<file path="config.mk">
export PLATFORM = sky130hd
export DESIGN_NAME = zmc_mod_lane
export DESIGN_NICKNAME = d
export VERILOG_FILES = /design/src/design/zmc_pkg.sv /design/src/design/zmc_mod_lane.sv
export SDC_FILE = /design/constraint.sdc
export NUM_CORES = 2
export LEC_CHECK = 0
export BUFFER_PORTS_ARGS = -buffer_cell sky130_fd_sc_hd__buf_2
export CORE_ASPECT_RATIO = 1.25
export CORE_MARGIN = 5
export CORE_UTILIZATION = 54
export DETAILED_ROUTE_END_ITERATION = 10
export GPL_ROUTABILITY_DRIVEN = 0
export PLACE_DENSITY = 0.8
export SLEW_MARGIN = 20
export SYNTH_ARGS = -nofsm -noshare
export SYNTH_HDL_FRONTEND = slang
export SYNTH_SLANG_ARGS = --single-unit
</file>
<file path="constraint.sdc">
create_clock -name clk_i -period 8.8 [get_ports clk_i]
set_input_delay 0.44 -clock clk_i [delete_from_list [all_inputs] [get_ports clk_i]]
set_output_delay 0.44 -clock clk_i [all_outputs]
set_load 0.005 [all_outputs]
</file>
<file path="src/design/zmc_pkg.sv">
// Shared constants for the zero-minor modulus check.
package zmc_pkg;

  localparam int EntryW = 16;
  localparam int ProdW  = 2 * EntryW;
  localparam int MagW   = 2 * EntryW;
  localparam int ModW   = 16;
  localparam logic [ModW-1:0] ModReset = ModW'(2);
  localparam int NumPairs = 3;
  localparam int NumEntries = 9;
  localparam int InDataW = NumEntries * EntryW;
  localparam int OutDataW = 8;

  localparam int PairLo [NumPairs] = '{0, 0, 1};
  localparam int PairHi [NumPairs] = '{1, 2, 2};

endpackage

</file>
<file path="src/design/zmc_mod_lane.sv">
// Bit-serial restoring remainder pipeline testing one minor magnitude for zero mod p.
module zmc_mod_lane (
  input  logic                        clk_i,
  input  logic                        en_i,
  input  logic [zmc_pkg::MagW-1:0]    num_i,
  input  logic [zmc_pkg::ModW-1:0]    mod_i,
  output logic                        zero_o
);

  localparam int MW = zmc_pkg::MagW;
  localparam int PW = zmc_pkg::ModW;

  logic [PW-1:0] rem_q [MW];
  logic [MW-1:0] num_q [MW];
  logic [PW-1:0] mod_q [MW];
  logic          nz_q  [MW];

  for (genvar k = 0; k < MW; k++) begin : g_step
    logic [PW-1:0] rem_p;
    logic [PW-1:0] mod_p;
    logic [MW-1:0] num_p;
    logic          nz_p;
    logic [PW:0]   trial;
    logic [PW:0]   diff;

    if (k == 0) begin : g_first
      assign rem_p = '0;
      assign mod_p = mod_i;
      assign num_p = num_i;
      assign nz_p  = |num_i;
    end else begin : g_next
      assign rem_p = rem_q[k-1];
      assign mod_p = mod_q[k-1];
      assign num_p = num_q[k-1];
      assign nz_p  = nz_q[k-1];
    end

    assign trial = {rem_p, num_p[MW-1]};
    assign diff  = trial - {1'b0, mod_p};

    always_ff @(posedge clk_i) begin
      if (en_i) begin
        rem_q[k] <= (trial >= {1'b0, mod_p}) ? diff[PW-1:0] : trial[PW-1:0];
        num_q[k] <= {num_p[MW-2:0], 1'b0};
        mod_q[k] <= mod_p;
        nz_q[k]  <= nz_p;
      end
    end
  end

  assign zero_o = (mod_q[MW-1] == '0) ? !nz_q[MW-1] : (rem_q[MW-1] == '0);

endmodule

</file>
Yosys cells after proc, flatten, opt, wreduce, memory -nomap -nowiden
Memories as Yosys holds them, arrays and structs flattened.
Index checks and enable logic that the tools add are counted.
- register bits: 0
- latch bits: 0
- bits in writable memories: 2048
- memory bits (read-only): 0
- input bits: 50
- memories kept: 4
- memories (name ; words ; width ; read ports ; clocked after memory_dff ; write ports ; RTL line ; RTL):
    num_q ; 32 ; 31 ; 31 ; 0 ; 32 ; zmc_mod_lane.sv:14 ; logic [MW-1:0] num_q [MW];
    mod_q ; 32 ; 16 ; 32 ; 0 ; 32 ; zmc_mod_lane.sv:15 ; logic [PW-1:0] mod_q [MW];
    rem_q ; 32 ; 16 ; 32 ; 0 ; 32 ; zmc_mod_lane.sv:13 ; logic [PW-1:0] rem_q [MW];
    nz_q ; 32 ; 1 ; 32 ; 0 ; 32 ; zmc_mod_lane.sv:16 ; logic nz_q [MW];
- add/subtract/negate cells: 32
- multiply operators: 0
- div/mod/pow operators: 0
- order comparisons: 32
- equal/unequal tests: 0
- shift-type cells: 0
- muxes and demuxes: 35
- bitwise gates (word level): 0
- reductions and logical operators: 4
- operators by type and width (operator ; count):
    $ge 17x16->1 ; 31
    $mux 16 ; 32
    $sub 16x16->16 ; 31
    $logic_not 16->1 ; 2
    $reduce_or 32->1 ; 1
    $ge 1x16->1 ; 1
    $sub 1x16->16 ; 1
    $mux 1 ; 3
    $logic_not 1->1 ; 1

Depth between registers and ports, before layout
An unclocked memory read counts as a cell.
- depth after elaboration: 3
- gate-level depth with buffers: 12
- gate-level depth less buffers: 12

Least setup slack after synthesis
OpenSTA, ideal clock, no wires.
- kind: reg-to-reg
- start point: memory rem_q[3][0] in the netlist's numbering
- end point: memory rem_q[3][22] in the netlist's numbering (data pin)
- data arrival time: 3.182 ns
- data required time: 8.540 ns
- path slack: 5.357 ns
- stages on the path, launching flop included: 11
- buffers on the path: 1
- clock period less this slack: 3.443 ns
- cells stage by stage: edfxtp_1 ha_1 nor2b_1 o31a_1 o31a_1 o41ai_4 o21ai_2 o2111a_1 a2111oi_4 buf_6 mux2_4
- RTL lines (what ; RTL line):
    start, declared ; zmc_mod_lane.sv:13

==> metrics <==
layout cells sized above 1 12.6%; placed insts 7616; Root Buffer clkbuf_16; share of flip-flops with an asynchronous set or reset 0%; busiest grt layer met2; number of remaining DRC errors 0; critical path's most frequent cell nand2_1; hold-fix buffers at CTS 47; GRT overflow 0; n_diodes 0; H-tree depth 4; Starting DRT DRC Count 2643; DRT antenna net count 0; Post-Route Setup TNS 0 ns; synth-to-layout area growth 10.3%; initial antenna violation count 0; Synth Net Count 6298; Final Non-Filler Cells 7936; met2 Track Usage GR 38.9%; setup violators final 0; Pwr Density 352 nW/µm²; Fmax 252 MHz; CP max-delay cell o41a_1; Total Routed Length 148 mm; Mapped Avg Cell Area 13.4 µm²; Die H 431 µm; minimum clock period 3.97 ns; CTS clk-pin slew, worst paths 0.06 ns; Core ar. 141000 µm²; crit-path max FO 16; Worst path max stage delay 0.80 ns; Initial Util 54.3%; number of cells on the worst reg-to-reg path 9; WHS Path Cells 3; mapped cell area 76700 µm²; Mapped Cells 5719; clock buffer depth 3; routed vias 45423; # IOs 51; Top FF cell, synth edfxtp_1; I/O Buffers 50; Clock Latency Late Sink 0.80 ns; CTS tree built; fin crit share 45.1%; Worst Path Required 9.33 ns; Worst-Margin Slew 1.10 ns; Yosys warnings 0; most common cell after layout, fill and taps aside edfxtp_1; crit path cell chain ha_1, nand2_1, nand2_1, o31ai_1, a31oi_1, a211o_1, a21oi_1, o41a_1, mux2_2; Post-CTS Resized 0; largest net degree at the start of global routing 191; Post-DP HPWL 106 mm; final net count 6525; Post-synth EDFFs 1552; count of cell types in the netlist 80; DRT Pass-1 Iters 5; status finished, final reports clean; Sink Count 1552; Final Max Slew Viols 0; Inserted Clock Buffers 153; row cnt 154; Max Cap Viol 0; endpoints failing hold 0; CP Class reg -> reg; Total Routing Usage GR 19.3%; CP Launch Type register; post-synthesis sequential area ratio 60.8%; Worst Setup End Kind register; Via-to-Cell Ratio 5.72; die extent in x 347 µm; relative slew slack 26.4%; M1 GR Usage 18.0%; HP Class in -> reg; unrepaired setup endpoints after global routing no; drt wl/cell 18.6 µm; most frequent cells in the layout 1552 x edfxtp_1, 648 x inv_1, 498 x ha_1; setup bufs post-CTS 0; FF+latch count, synth 1552; first-pass GRT wire length 234 mm; Setup Skew 0.0478 ns; Die ar. 150000 µm²; CP arrival 4.50 ns; vias in the first global route 47699; met3 usage 2.56%; Peak supply drop 0.239 mV; LEAKAGE 33.0 nW
critical path: cells and delay by family, from the launching register on:
kind / cells / cell delay, ns
compound gates: 5 / 2.31
mux: 1 / 0.43
flops: 1 / 0.39
fa+ha+maj: 1 / 0.37
simple gates: 2 / 0.20
metrics by stage:
step / power [mW] / hold WS [ns] / cell area (µm²) / util (%) / setup WS, ns
floorplan: 20.6 / 0.400 / 76700 / - / 5.36
global placement: 22.9 / 0.400 / 79400 / 56.3 / 4.89
detailed placement: 23.5 / 0.405 / 79400 / 56.3 / 4.83
CTS: 29.9 / 0.0525 / 84600 / 60.0 / 4.80
global route: 31.5 / 0.0851 / 84600 / 60.0 / 4.68
finish: 29.8 / 0.103 / 84600 / 60.0 / 4.83
worst paths after layout:
check	start	endpoint	slack, ns
max	rem_q[2][19]	rem_q[3][2]	4.83
min	num_i[31]	rem_q[0][0]	0.10
max reg2reg	rem_q[2][19]	rem_q[3][2]	4.83
min reg2reg	num_q[2][109]	num_q[3][17]	0.41
synth_stat cells, drive strengths merged, types with 11 or more instances:
| cell type | number | area share, % |
|---|---|---|
| a2111oi | 18 | 0.25 |
| a211oi | 50 | 0.50 |
| a21boi | 19 | 0.19 |
| a21o | 97 | 0.95 |
| a21oi | 313 | 2.0 |
| a31o | 16 | 0.18 |
| a31oi | 44 | 0.36 |
| and2 | 14 | 0.11 |
| and3 | 20 | 0.16 |
| buf | 13 | 0.098 |
| clkbuf | 41 | 0.20 |
| edfxtp | 1552 | 61 |
| fa | 31 | 0.81 |
| ha | 498 | 8.1 |
| inv | 648 | 3.2 |
| mux2 | 425 | 6.3 |
| mux2i | 46 | 0.60 |
| nand2 | 201 | 0.98 |
| nand2b | 50 | 0.41 |
| nand3 | 94 | 0.61 |
| nand4 | 74 | 0.60 |
| nor2 | 305 | 1.5 |
| nor2b | 66 | 0.54 |
| nor3 | 97 | 0.63 |
| nor4 | 45 | 0.37 |
| o211ai | 17 | 0.17 |
| o21a | 64 | 0.63 |
| o21ai | 214 | 1.4 |
| o21bai | 65 | 0.64 |
| o221ai | 11 | 0.13 |
| o31a | 29 | 0.33 |
| o31ai | 25 | 0.25 |
| o41ai | 14 | 0.21 |
| or2 | 15 | 0.12 |
| or3 | 15 | 0.12 |
| xnor2 | 247 | 2.8 |
| xor2 | 123 | 1.4 |
per-layer routing:
metal,share of wire (%),vias up
li1,-,21763
met1,33,22082
met2,57,1069
met3,3.2,509
met4,6.7,0
met5,0,-
report_power, final:
part / switching (mW) / internal (mW) / leakage [nW]
sequential: 0.840 / 10.4 / 15.2
clock: 2.77 / 3.47 / 2.32
combinational: 6.37 / 5.90 / 15.5
total: 9.98 / 19.8 / 33.0
cells by family after synthesis:
family | share of synthesized area, %
flops | 60.8
compound gates | 9.24
simple gates | 6.39
mux | 6.93
buf+inv | 3.47
xor+xnor | 4.23
fa+ha+maj | 8.94
sequential cells by signal, indices dropped and copies added, names as in the netlist:
register,count
mod_q,512
rem_q,512
num_q,496
nz_q,32
area by class of cell:
cell class	count	area [µm²]
clock buffers	187	3980
clock inverters	86	753
fillers	10355	56500
inverters	648	2430
multi-input cells	3465	27400
flip-flops and latches	1552	46600
well taps	1872	2340
repair buffers	126	1040
Power figures use the tool's default switching activity.
